### src/design/obm_pkg.sv
package obm_pkg;

  // instruction codes, the two top codes are illegal
  typedef enum logic [3:0] {
    OP_NOP       = 4'd0,
    OP_HALT      = 4'd1,
    OP_PTR_DOWN  = 4'd2,
    OP_PTR_UP    = 4'd3,
    OP_ACC_CLR   = 4'd4,
    OP_ACC_SET   = 4'd5,
    OP_ACC_NOT   = 4'd6,
    OP_ACC_IN    = 4'd7,
    OP_MEM_AND   = 4'd8,
    OP_MEM_STORE = 4'd9,
    OP_PUSH      = 4'd10,
    OP_POP_AND   = 4'd11,
    OP_LATCH     = 4'd12,
    OP_OUT       = 4'd13
  } opcode_e;

  typedef enum logic [2:0] {
    ST_OK        = 3'd0,
    ST_HALTED    = 3'd1,
    ST_PTR_UNDER = 3'd2,
    ST_PTR_OVER  = 3'd3,
    ST_STK_OVER  = 3'd4,
    ST_STK_UNDER = 3'd5,
    ST_BAD_OP    = 3'd6,
    ST_STOPPED   = 3'd7
  } status_e;

  localparam int unsigned STEP_W     = 32;
  localparam int unsigned CHAR_W     = 8;
  localparam int unsigned CBITS_W    = 3;
  localparam logic [CBITS_W-1:0] CBITS_LAST = 3'd7;
  localparam logic [STEP_W-1:0]  STEP_MAX   = 32'hFFFF_FFFF;

  // apb register map
  localparam int unsigned CFG_ADDR_W = 3;
  localparam int unsigned CFG_DATA_W = 32;
  localparam logic        REG_CHAR_MODE = 1'b0;

  // machine state as seen by the execute logic
  typedef struct packed {
    logic               stopped;
    logic               acc;
    logic               latch;
    logic               char_mode;
    logic [CHAR_W-1:0]  char_shift;
    logic [CBITS_W-1:0] char_bits;
    logic               ptr_at_min;
    logic               ptr_at_max;
    logic               ptr_at_fill;
    logic               mem_bit;
    logic               stk_empty;
    logic               stk_full;
    logic               stk_top;
  } view_t;

  // next values and update strobes from the execute logic
  typedef struct packed {
    status_e            status;
    logic               stop;
    logic               count;
    logic               acc_d;
    logic               latch_d;
    logic [CHAR_W-1:0]  char_shift_d;
    logic [CBITS_W-1:0] char_bits_d;
    logic               ptr_down;
    logic               ptr_up;
    logic               mem_we;
    logic               mem_wdata;
    logic               push;
    logic               pop;
    logic               out_valid;
    logic               out_is_char;
    logic [CHAR_W-1:0]  out_value;
  } ctrl_t;

endpackage

### src/design/obm_ram.sv
module obm_ram #(
  parameter int unsigned WIDTH = 1,
  parameter int unsigned DEPTH = 1024,
  parameter int unsigned AW    = (DEPTH > 1) ? $clog2(DEPTH) : 1
) (
  input  logic             clk_i,
  input  logic             we_i,
  input  logic [AW-1:0]    waddr_i,
  input  logic [WIDTH-1:0] wdata_i,
  input  logic [AW-1:0]    raddr_i,
  output logic [WIDTH-1:0] rdata_o
);

  logic [WIDTH-1:0] mem_q [DEPTH];
  logic [WIDTH-1:0] rdata_q;

  always_ff @(posedge clk_i) begin
    if (we_i) begin
      mem_q[waddr_i] <= wdata_i;
    end
    rdata_q <= mem_q[raddr_i];
  end

  assign rdata_o = rdata_q;

endmodule

### src/design/obm_exec.sv
module obm_exec (
  input  obm_pkg::opcode_e op_i,
  input  logic             in_bit_i,
  input  obm_pkg::view_t   view_i,
  output obm_pkg::ctrl_t   ctrl_o
);

  obm_pkg::status_e   status;
  logic               acc_d;
  logic               latch_d;
  logic [7:0]         shift_d;
  logic [2:0]         cbits_d;
  logic               ptr_down;
  logic               ptr_up;
  logic               mem_we;
  logic               mem_wdata;
  logic               push;
  logic               pop;
  logic               out_valid;
  logic               out_is_char;
  logic [7:0]         out_value;

  always_comb begin
    status      = obm_pkg::ST_OK;
    acc_d       = view_i.acc;
    latch_d     = view_i.latch;
    shift_d     = view_i.char_shift;
    cbits_d     = view_i.char_bits;
    ptr_down    = 1'b0;
    ptr_up      = 1'b0;
    mem_we      = 1'b0;
    mem_wdata   = 1'b0;
    push        = 1'b0;
    pop         = 1'b0;
    out_valid   = 1'b0;
    out_is_char = 1'b0;
    out_value   = '0;
    if (view_i.stopped) begin
      status = obm_pkg::ST_STOPPED;
    end else begin
      case (op_i)
        obm_pkg::OP_NOP: begin
        end
        obm_pkg::OP_HALT: begin
          if (view_i.acc) status = obm_pkg::ST_HALTED;
        end
        obm_pkg::OP_PTR_DOWN: begin
          if (view_i.ptr_at_min) status = obm_pkg::ST_PTR_UNDER;
          else ptr_down = 1'b1;
        end
        obm_pkg::OP_PTR_UP: begin
          if (view_i.ptr_at_max) begin
            status = obm_pkg::ST_PTR_OVER;
          end else begin
            ptr_up = 1'b1;
            // first step past the filled region zeroes the cell left behind
            mem_we = view_i.ptr_at_fill;
          end
        end
        obm_pkg::OP_ACC_CLR: acc_d = 1'b0;
        obm_pkg::OP_ACC_SET: acc_d = 1'b1;
        obm_pkg::OP_ACC_NOT: acc_d = ~view_i.acc;
        obm_pkg::OP_ACC_IN: begin
          if (view_i.acc) acc_d = in_bit_i;
        end
        obm_pkg::OP_MEM_AND: acc_d = view_i.acc & view_i.mem_bit;
        obm_pkg::OP_MEM_STORE: begin
          mem_we    = 1'b1;
          mem_wdata = view_i.acc;
        end
        obm_pkg::OP_PUSH: begin
          if (view_i.stk_full) status = obm_pkg::ST_STK_OVER;
          else push = 1'b1;
        end
        obm_pkg::OP_POP_AND: begin
          if (view_i.stk_empty) begin
            status = obm_pkg::ST_STK_UNDER;
          end else begin
            pop   = 1'b1;
            acc_d = view_i.acc & view_i.stk_top;
          end
        end
        obm_pkg::OP_LATCH: latch_d = view_i.acc;
        obm_pkg::OP_OUT: begin
          if (view_i.acc) begin
            if (!view_i.char_mode) begin
              out_valid = 1'b1;
              out_value = {7'b0, view_i.latch};
            end else begin
              shift_d = {view_i.char_shift[6:0], view_i.latch};
              if (view_i.char_bits != obm_pkg::CBITS_LAST) begin
                cbits_d = view_i.char_bits + 3'd1;
              end else begin
                cbits_d     = '0;
                out_valid   = 1'b1;
                out_is_char = 1'b1;
                out_value   = shift_d;
              end
            end
          end
        end
        default: status = obm_pkg::ST_BAD_OP;
      endcase
    end
  end

  always_comb begin
    ctrl_o.status       = status;
    ctrl_o.stop         = (status != obm_pkg::ST_OK) && !view_i.stopped;
    ctrl_o.count        = !view_i.stopped;
    ctrl_o.acc_d        = acc_d;
    ctrl_o.latch_d      = latch_d;
    ctrl_o.char_shift_d = shift_d;
    ctrl_o.char_bits_d  = cbits_d;
    ctrl_o.ptr_down     = ptr_down;
    ctrl_o.ptr_up       = ptr_up;
    ctrl_o.mem_we       = mem_we;
    ctrl_o.mem_wdata    = mem_wdata;
    ctrl_o.push         = push;
    ctrl_o.pop          = pop;
    ctrl_o.out_valid    = out_valid;
    ctrl_o.out_is_char  = out_is_char;
    ctrl_o.out_value    = out_value;
  end

endmodule

### src/design/one_bit_machine_executor_top.sv
// one-bit machine executor
// input channel: in_valid_i / in_stall_o carry one instruction per transfer
//   (opcode_i, in_bit_i); a transfer happens when valid is high and stall low
// result channel: res_valid_o / res_stall_i carry one result per instruction
//   (status, step index and the optional output bit or character)
// each instruction passes the input register, then the execute stage that
//   updates the machine and loads the result register
// throughput: one instruction per cycle when not stalled, set by the single
//   execute stage; each instruction reads one memory bit and one stack bit,
//   prefetched from registered-read rams at the address the state will hold
// when the receiver stalls, the result register holds and the input register
//   fills; once both are full in_stall_o rises, nothing is lost
// reset clears all control state; bit memory cells become zero through a
//   fill mark (cells above it read as zero), so no clearing pass is needed
// after halt or a fault every instruction returns the stopped status until
//   the next reset; char_mode is to be written over the apb port only while
//   the block is idle, which the block itself does not enforce
module one_bit_machine_executor_top #(
  parameter int unsigned MEM_BITS    = 1024,
  parameter int unsigned STACK_LIMIT = 15
) (
  input  logic                            clk_i,
  input  logic                            rst_ni,
  // instruction channel
  input  logic                            in_valid_i,
  output logic                            in_stall_o,
  input  logic [3:0]                      opcode_i,
  input  logic                            in_bit_i,
  // result channel
  output logic                            res_valid_o,
  input  logic                            res_stall_i,
  output logic [2:0]                      status_o,
  output logic [obm_pkg::STEP_W-1:0]      step_index_o,
  output logic                            out_valid_o,
  output logic                            out_is_char_o,
  output logic [obm_pkg::CHAR_W-1:0]      out_value_o,
  // configuration port
  input  logic                            psel,
  input  logic                            penable,
  input  logic                            pwrite,
  input  logic [obm_pkg::CFG_ADDR_W-1:0]  paddr,
  input  logic [obm_pkg::CFG_DATA_W-1:0]  pwdata,
  output logic [obm_pkg::CFG_DATA_W-1:0]  prdata,
  output logic                            pready
);

  localparam int unsigned PTR_W  = $clog2(MEM_BITS);
  localparam int unsigned FILL_W = $clog2(MEM_BITS + 1);
  localparam int unsigned CNT_W  = $clog2(STACK_LIMIT + 1);
  localparam int unsigned SIDX_W = (STACK_LIMIT > 1) ? $clog2(STACK_LIMIT) : 1;

  // ---------------------------------------------------------------------
  // configuration register
  // ---------------------------------------------------------------------
  logic char_mode_q;
  logic cfg_sel_char;

  assign pready       = 1'b1;
  assign cfg_sel_char = (paddr[obm_pkg::CFG_ADDR_W-1] == obm_pkg::REG_CHAR_MODE);
  assign prdata       = cfg_sel_char ? {{(obm_pkg::CFG_DATA_W-1){1'b0}}, char_mode_q} : '0;

  always_ff @(posedge clk_i or negedge rst_ni) begin
    if (!rst_ni) begin
      char_mode_q <= 1'b0;
    end else if (psel && penable && pwrite && pready && cfg_sel_char) begin
      char_mode_q <= pwdata[0];
    end
  end

  // ---------------------------------------------------------------------
  // input register and handshake
  // ---------------------------------------------------------------------
  logic             s1_valid_q;
  obm_pkg::opcode_e s1_op_q;
  logic             s1_bit_q;
  logic             in_xfer;
  logic             exec_fire;
  logic             res_valid_q;

  // execute when an instruction waits and the result register can take it
  assign exec_fire  = s1_valid_q && (!res_valid_q || !res_stall_i);
  assign in_stall_o = s1_valid_q && !exec_fire;
  assign in_xfer    = in_valid_i && !in_stall_o;

  always_ff @(posedge clk_i or negedge rst_ni) begin
    if (!rst_ni) begin
      s1_valid_q <= 1'b0;
    end else begin
      s1_valid_q <= in_xfer || (s1_valid_q && !exec_fire);
    end
  end

  always_ff @(posedge clk_i) begin
    if (in_xfer) begin
      s1_op_q  <= obm_pkg::opcode_e'(opcode_i);
      s1_bit_q <= in_bit_i;
    end
  end

  // ---------------------------------------------------------------------
  // machine state
  // ---------------------------------------------------------------------
  logic                        acc_q;
  logic                        latch_q;
  logic [PTR_W-1:0]            ptr_q, ptr_d;
  logic [FILL_W-1:0]           fill_q, fill_d;
  logic [CNT_W-1:0]            cnt_q, cnt_d;
  logic [obm_pkg::CHAR_W-1:0]  char_shift_q;
  logic [obm_pkg::CBITS_W-1:0] char_bits_q;
  logic [obm_pkg::STEP_W-1:0]  step_q;
  logic                        stopped_q;

  obm_pkg::view_t view;
  obm_pkg::ctrl_t ctrl;

  // memory and stack read paths with same-address write bypass
  logic             mem_rdata;
  logic             mem_byp_q, mem_byp_bit_q;
  logic             mem_we;
  logic             stk_rdata;
  logic             stk_byp_q, stk_byp_bit_q;
  logic             stk_we;
  logic [SIDX_W-1:0] stk_waddr, stk_raddr;
  logic [CNT_W-1:0]  cnt_top;
  logic              ptr_at_fill;

  assign ptr_at_fill = (FILL_W'(ptr_q) == fill_q);

  always_comb begin
    view.stopped     = stopped_q;
    view.acc         = acc_q;
    view.latch       = latch_q;
    view.char_mode   = char_mode_q;
    view.char_shift  = char_shift_q;
    view.char_bits   = char_bits_q;
    view.ptr_at_min  = (ptr_q == '0);
    view.ptr_at_max  = (ptr_q == PTR_W'(MEM_BITS - 1));
    view.ptr_at_fill = ptr_at_fill;
    // cells at or above the fill mark were never written since reset
    view.mem_bit     = (FILL_W'(ptr_q) < fill_q) && (mem_byp_q ? mem_byp_bit_q : mem_rdata);
    view.stk_empty   = (cnt_q == '0);
    view.stk_full    = (cnt_q == CNT_W'(STACK_LIMIT));
    view.stk_top     = stk_byp_q ? stk_byp_bit_q : stk_rdata;
  end

  obm_exec u_exec (
    .op_i     (s1_op_q),
    .in_bit_i (s1_bit_q),
    .view_i   (view),
    .ctrl_o   (ctrl)
  );

  // next pointer, fill mark and stack depth
  always_comb begin
    ptr_d  = ptr_q;
    fill_d = fill_q;
    cnt_d  = cnt_q;
    if (exec_fire) begin
      if (ctrl.ptr_down) ptr_d = ptr_q - PTR_W'(1);
      if (ctrl.ptr_up)   ptr_d = ptr_q + PTR_W'(1);
      if (ctrl.mem_we && ptr_at_fill) fill_d = fill_q + FILL_W'(1);
      if (ctrl.push) cnt_d = cnt_q + CNT_W'(1);
      if (ctrl.pop)  cnt_d = cnt_q - CNT_W'(1);
    end
  end

  assign mem_we    = exec_fire && ctrl.mem_we;
  assign stk_we    = exec_fire && ctrl.push;
  assign stk_waddr = cnt_q[SIDX_W-1:0];
  assign cnt_top   = cnt_d - CNT_W'(1);
  assign stk_raddr = (cnt_d == '0) ? '0 : cnt_top[SIDX_W-1:0];

  always_ff @(posedge clk_i or negedge rst_ni) begin
    if (!rst_ni) begin
      acc_q        <= 1'b0;
      latch_q      <= 1'b0;
      ptr_q        <= '0;
      fill_q       <= '0;
      cnt_q        <= '0;
      char_shift_q <= '0;
      char_bits_q  <= '0;
      step_q       <= '0;
      stopped_q    <= 1'b0;
      mem_byp_q    <= 1'b0;
      stk_byp_q    <= 1'b0;
    end else begin
      ptr_q     <= ptr_d;
      fill_q    <= fill_d;
      cnt_q     <= cnt_d;
      mem_byp_q <= mem_we && (ptr_d == ptr_q);
      stk_byp_q <= stk_we && (stk_raddr == stk_waddr);
      if (exec_fire) begin
        acc_q        <= ctrl.acc_d;
        latch_q      <= ctrl.latch_d;
        char_shift_q <= ctrl.char_shift_d;
        char_bits_q  <= ctrl.char_bits_d;
        if (ctrl.stop) stopped_q <= 1'b1;
        // saturating instruction count
        if (ctrl.count && (step_q != obm_pkg::STEP_MAX)) step_q <= step_q + 32'd1;
      end
    end
  end

  always_ff @(posedge clk_i) begin
    mem_byp_bit_q <= ctrl.mem_wdata;
    stk_byp_bit_q <= acc_q;
  end

  obm_ram #(
    .WIDTH (1),
    .DEPTH (MEM_BITS)
  ) u_mem (
    .clk_i   (clk_i),
    .we_i    (mem_we),
    .waddr_i (ptr_q),
    .wdata_i (ctrl.mem_wdata),
    .raddr_i (ptr_d),
    .rdata_o (mem_rdata)
  );

  obm_ram #(
    .WIDTH (1),
    .DEPTH (STACK_LIMIT)
  ) u_stack (
    .clk_i   (clk_i),
    .we_i    (stk_we),
    .waddr_i (stk_waddr),
    .wdata_i (acc_q),
    .raddr_i (stk_raddr),
    .rdata_o (stk_rdata)
  );

  // ---------------------------------------------------------------------
  // result register
  // ---------------------------------------------------------------------
  obm_pkg::status_e            res_status_q;
  logic [obm_pkg::STEP_W-1:0]  res_step_q;
  logic                        res_out_valid_q;
  logic                        res_out_char_q;
  logic [obm_pkg::CHAR_W-1:0]  res_out_value_q;

  always_ff @(posedge clk_i or negedge rst_ni) begin
    if (!rst_ni) begin
      res_valid_q <= 1'b0;
    end else begin
      res_valid_q <= exec_fire || (res_valid_q && res_stall_i);
    end
  end

  always_ff @(posedge clk_i) begin
    if (exec_fire) begin
      res_status_q    <= ctrl.status;
      res_step_q      <= step_q;
      res_out_valid_q <= ctrl.out_valid;
      res_out_char_q  <= ctrl.out_is_char;
      res_out_value_q <= ctrl.out_value;
    end
  end

  assign res_valid_o   = res_valid_q;
  assign status_o      = res_status_q;
  assign step_index_o  = res_step_q;
  assign out_valid_o   = res_out_valid_q;
  assign out_is_char_o = res_out_char_q;
  assign out_value_o   = res_out_value_q;

endmodule

### config.mk
export PLATFORM = sky130hd
export DESIGN_NAME = one_bit_machine_executor_top
export DESIGN_NICKNAME = d
export VERILOG_FILES = /design/src/design/obm_pkg.sv /design/src/design/obm_ram.sv /design/src/design/obm_exec.sv /design/src/design/one_bit_machine_executor_top.sv
export SDC_FILE = /design/constraint.sdc
export NUM_CORES = 2
export LEC_CHECK = 0
export ABC_CLOCK_PERIOD_IN_PS = 39100
export BUFFER_PORTS_ARGS = -buffer_cell sky130_fd_sc_hd__buf_2
export CAP_MARGIN = 10
export CORE_UTILIZATION = 51
export CTS_CLUSTER_DIAMETER = 60
export CTS_CLUSTER_SIZE = 40
export DETAILED_ROUTE_END_ITERATION = 10
export PLACE_DENSITY = 0.67
export SLEW_MARGIN = 20
export SYNTH_ARGS = -nofsm -noshare
export SYNTH_HDL_FRONTEND = slang
export SYNTH_SLANG_ARGS = --single-unit
### constraint.sdc
create_clock -name clk_i -period 39.1 [get_ports clk_i]
set_input_delay 3.91 -clock clk_i [delete_from_list [all_inputs] [get_ports clk_i]]
set_output_delay 3.91 -clock clk_i [all_outputs]
set_load 0.01 [all_outputs]
# After elaboration in Yosys (flattened, before gate mapping)
# Memory sizes are Yosys's and may differ from the RTL's. A register that Yosys moved wholly into a read port is not among the register bits.
# Index checks and enable logic that the tools add are counted.
# Widths: inputs -> output; s select.
op_classes:
  add_sub_neg: 8
  magnitude_cmp: 1
  n_eq_ne: 21
  mux: 46
  bitwise: 7
  reduce_logical: 39
op_table:
  columns: ["op", "n"]
  rows:
  - ["$add 32x1->32 const B", 1]
  - ["$ne 32x32->1 const B", 1]
  - ["$mux 1", 30]
  - ["$mux 10", 3]
  - ["$eq 4x4->1 const B", 7]
  - ["$pmux 3 s6", 1]
  - ["$eq 4x3->1 const B", 4]
  - ["$mux 4", 4]
  - ["$logic_and 1x1->1", 15]
  - ["$logic_not 4->1", 3]
  - ["$mux 3", 4]
  - ["$add 11x1->11 const B", 1]
  - ["$eq 10x11->1", 1]
  - ["$lt 10x11->1", 1]
  - ["$add 10x1->10 const B", 1]
  - ["$eq 10x10->1", 1]
  - ["$eq 10x10->1 const B", 1]
  - ["$logic_not 10->1", 1]
  - ["$sub 10x1->10 const B", 1]
  - ["$reduce_or 9->1", 1]
  - ["$eq 4x2->1 const B", 2]
  - ["$sub 4x1->4 const B", 2]
  - ["$pmux 1 s6", 1]
  - ["$reduce_and 2->1", 3]
  - ["20 further kinds", 32]
word_totals:
  register_bits: 127
  ramBits: 1039
  inputBits: 47
  output_inout_bits: 80
  wordCells: 148
  memories: 2
memory_table:
  columns: ["name", "depth", "word_bits", "rd", "rd_ports_with_merged_regs", "write_ports", "line", "text"]
  rows:
  - ["u_mem.mem_q", 1024, 1, 1, 1, 1, "obm_ram.sv:14", "logic [WIDTH-1:0] mem_q [DEPTH];"]
  - ["u_stack.mem_q", 15, 1, 1, 1, 1, "obm_ram.sv:14", null]

# Longest topological paths before layout
depth:
  ltp_word: 11
  mapped_depth: 20
  mapped_depth_nobuf: 15

# Cells and area by module
# From an unflattened synthesis, not the netlist that was laid out.
unflattened:
  cells_unflattened: 3748
  area_unflattened_um2: 51871.0
by_module_without_submodules:
  columns: ["module", "n_inst", "cells_per_inst", "area_per_inst_um2", "seq_area_each_um2"]
  rows:
  - ["obm_ram (u_mem)", 1, 3112, 44656.6, 30769.5]
  - ["one_bit_machine_executor_top", 1, 501, 5826.8, 3443.3]
  - ["obm_ram (u_stack)", 1, 49, 709.4, 470.5]
  - ["obm_exec", 1, 86, 678.2, 0.0]

# Worst setup path after synthesis
# Ideal clock, no wire load.
synth_timing:
  path_type: "reg2reg"
  from: "register s1_op_q[1]"
  to: "memory u_mem.mem_q[0], data pin"
  setup_ns: 4.970
  arrival_ns: 24.465
  required_ns: 34.130
  path_slack_ns: 9.665
  path_stages_with_launch: 5
  n_path_buf: 1
  period_less_slack_ns: 29.435
  path_cell_list: "edfxtp_1 clkbuf_1 nor2_1 nand3b_1 nor2_1"
synth_rtl:
  columns: ["element", "line", "text"]
  rows:
  - ["start, declared", "one_bit_machine_executor_top.sv:74", "obm_pkg::opcode_e s1_op_q;"]
  - ["start signal, assigned", "one_bit_machine_executor_top.sv:95", "s1_op_q <= obm_pkg::opcode_e'(opcode_i);"]
  - ["end, declared", "obm_ram.sv:14", null]

# Final worst setup path
layout_timing:
  from: "input port res_stall_i"
  to: "register u_mem.rdata_q, in the netlist u_mem.rdata_o, read port of u_mem.mem_q"
layout_via:
  elab_chain_len: 4
layout_rtl:
  columns: ["element", "line", "text"]
  rows:
  - ["start, declared", "one_bit_machine_executor_top.sv:31", "input logic res_stall_i,"]
  - ["$logic_not 1->1", "one_bit_machine_executor_top.sv:81", "assign exec_fire = s1_valid_q && (!res_valid_q || !res_stall_i);"]
  - ["$logic_or 1x1->1", "one_bit_machine_executor_top.sv:81", null]
  - ["$logic_and 1x1->1", "one_bit_machine_executor_top.sv:81", null]
  - ["named net exec_fire", "one_bit_machine_executor_top.sv:77", "logic exec_fire;"]
  - ["$mux 10", "one_bit_machine_executor_top.sv:158", "if (exec_fire) begin"]
  - ["end, declared", "obm_ram.sv:15", "logic [WIDTH-1:0] rdata_q;"]
# The timed path passes the listed nets, and every way through them passes these cells.
# A chain may end at the register's enable or synchronous reset.

==> metrics.md <==
| Metric | Value |
|---|---|
| CTS resizes | 0 |
| Clock skew | 0.0397 ns |
| Post-synthesis cell type count | 82 |
| Post-synth top area share | 62.7% |
| Mapped cell area | 52,100 sq um |
| Fin nets | 4,545 |
| Core Box Area | 101,000 sq um |
| Final hold vios | 0 |
| Net Sw Frac | 26.8% |
| Worst IR Drop VDD | 37.6 uV |
| GRT Overall Usage | 27.6% |
| Root Driver | clkbuf_16 |
| Layout Utilization | 56.1% |
| Outcome | complete, no violations |
| Top cells by count, synth | edfxtp_1 (1,089), nor2_1 (1,075), nand2_1 (833) |
| Via count | 36,200 |
| Pre-CTS WS | 29.08 ns |
| Hold_ws | 0.458 ns |
| Clock slew at reported path FFs | 0.09 ns |
| WP buf/inv | 6 |
| Critical Path End Type | flop |
| H-tree level count | 3 |
| Drt drc | 0 |
| DR vias/cell | 6.13 |
| Setup ws final | 29.64 ns |
| Number of port buffers | 61 |
| Fin crit share | 24.2% |
| Placed insts | 5,743 |
| Family with the most delay on the worst path | buffers and inverters |
| DR pass1 iterations | 7 |
| Largest area contributor in the netlist | edfxtp_1 |
| Largest net degree at the start of global routing | 305 |
| CTS tree | yes |
| # IOs | 127 |
| Worst-path cell chain | buf_2, a21bo_2, inv_2, nand4b_1, o31a_1, nor2_4, buf_12, buf_4, buf_4, buf_4, mux2i_1, a32oi_1, nand4_1, nand4_1, or3_1, o221ai_1, and3_1, nor4_1 |
| Post-synth EDFFs | 1,089 |
| CP startpoint kind | input pin |
| Worst Tran Pin Value | 1.13 ns |
| Critical path type | input pin to flop |
| Area Growth Syn to Fin | 8.42% |
| First-pass GRT wire length | 212,000 microns |
| Design Power | 2.58 mW |
| Hold Crit Class | flop to flop |
| Slew Viols, Final | 0 |
| Unrepaired setup endpoints after global routing | no |
| Achievable Freq | 0.106 GHz |
| Die Footprint | 103,000 sq um |
| Placed inst area | 53,300 sq um |
| Worst Hold Depth | 0 |
| Power per standard cell area | 45.6 nW/um^2 |
| Ranking of synthesized cells by area | edfxtp_1 (63%), nor2_1 (7.7%), nand2_1 (6.0%) |
| Post-CTS Setup Inserts | 0 |
| Slew Limit Headroom | 24.2% |
| Final setup fails | 0 |
| Worst Path Max Fanout | 117 |
| Pint | 1.89 mW |
| Clk sinks | 1,168 |
| Number of global-route vias before repair | 33,600 |
| Leak | 19.8 nW |
| Seq/Total Area, Yosys | 66.5% |
| Setup TNS | 0 ns |
| Clock network power share | 37.6% |
| Total grt overflow | 0 |
| Final HPWL DP | 77,200 microns |
| ANT nets after route | 0 |
| CTS Hold Buffers Added | 0 |
| Cells on worst reg2reg path | 18 |
| Asr flop ratio synth | 6.42% |
| Seq pwr share | 52.9% |
| WP depth | 18 |
| Top_reg_cell synth | edfxtp_1 |
| Psw | 0.690 mW |
| Fin cells | 5,902 |
| Avg Cell Area, Syn | 11.3 sq um |
| Worst-Skew Late Latency | 0.70 ns |
| MaxCap Viol Count | 0 |
| Final instance area | 56,500 sq um |
| Die Y | 322 microns |
| Most common cell in the netlist | edfxtp_1 |
| Std cell rows | 116 |
| Bufs on Longest Clock Path | 3 |
| Layout cell share with drive strength beyond 1 | 9.38% |
| Number of buffers created by CTS | 84 |
| Initial antenna violation count | 1 |
| Flops & latches, synth | 1,168 |
| Slowest stage cell, crit path | buf_4 |
| Crit-path max cell delay | 0.82 ns |
| WP data required | 39.68 ns |
| Drt total wl | 144,000 microns |
| GPL Wtd Cong | 0.859 |
| Mapped Cells | 4,610 |
| Crit path top cell by count | buf_4 |
| Ys Warns | 0 |
| Initial drt markers | 4,912 |
| Comb pwr share | 9.6% |
| Die X | 322 microns |
| Crit path time final | 9.46 ns |
| Initial Utilization | 51.7% |
| Wire length per cell | 24.3 microns |
| Crit path DAT | 10.04 ns |
-- power groups by stage --
stage	Clock, mW	Combinational, mW	Sequential, mW
after floorplan	0	0.165	1.39
after global placement	0	0.239	1.39
after detailed placement	0	0.241	1.39
after CTS	0.978	0.242	1.36
after global routing	1.02	0.261	1.36
final	0.968	0.247	1.36
-- cell usage in the layout, fill, tap and decap left out, types with 40 or more instances in the layout --
| cell type | n |
|---|---|
| and3_1 | 108 |
| clkbuf_16 | 89 |
| mux2i_1 | 90 |
| buf_2 | 60 |
| dfrtp_1 | 75 |
| nor2_1 | 1070 |
| nand3_1 | 221 |
| nand4_1 | 67 |
| nand2_1 | 812 |
| buf_4 | 77 |
| edfxtp_1 | 1089 |
| a31oi_1 | 40 |
| a32oi_1 | 63 |
| a311oi_1 | 72 |
-- layer usage --
metal	vias to the layer above	wire length (microns)	GRT usage [%]
met3	336	14600	4.36
li1	15900	-	-
met2	1869	66800	43.8
met5	-	0	0
met4	0	5920	11.4
met1	18000	56300	38.1
-- worst reg2reg max path, stage by stage (launching register included) --
cell and delay (ns):
dfrtp_1 0.53, inv_1 0.14, ha_1 0.52, or4b_1 0.83, nor4_4 0.32, nor4_1 0.13, nor2_4 0.22, buf_12 0.55
buf_4 0.90, buf_4 0.84, buf_4 0.79, mux2i_1 0.30, a32oi_1 0.07, nand4_1 0.15, nand4_1 0.15, or3_1 0.42
o221ai_1 0.45, and3_1 0.28, nor4_1 0.07
-- cell type report --
class / count / area [sq um]
tap: 1357 / 1700
clock inverter: 65 / 857
antenna: 1 / 2.50
sequential: 1168 / 34700
multi-input combinational: 3034 / 15900
clock buffer: 91 / 2230
fill: 8535 / 44200
inverter: 41 / 169
timing repair buffer: 145 / 1020
-- path summary, 6_finish.rpt --
| path | endpoint | start | slack (ns) |
|---|---|---|---|
| min in group asynchronous | char_mode_q | rst_ni | 3.22 |
| max | u_mem.rdata_o | res_stall_i | 29.64 |
| max in group asynchronous | acc_q | rst_ni | 35.31 |
| min reg2reg | step_index_o[9] | step_q[9] | 0.46 |
| min | step_index_o[9] | step_q[9] | 0.46 |
| max reg2reg | u_mem.rdata_o | ptr_q[1] | 31.35 |
-- state kept, by name (all words and copies together) (netlist names), 3 cells and up --
name           flops
status_o           3
char_bits_q        3
s1_op_q            4
out_value_o        8
u_mem.mem_q     1024
char_shift_q       7
step_q            32
cnt_q              4
ptr_q             10
fill_q            11
step_index_o      32
u_stack.mem_q     15
-- logic make-up after synthesis --
family,count (synthesis),synth area share [%]
multiplexers,140,3.50
adder cells (fa/ha/maj),24,0.576
other,2,0.0144
AO/OA/AOI/OAI,313,4.70
buffers and inverters,438,3.73
flip-flops,1168,66.5
AND/OR/NAND/NOR,2474,20.1
XOR/XNOR,51,0.857
(Power assumes the default switching activity.)
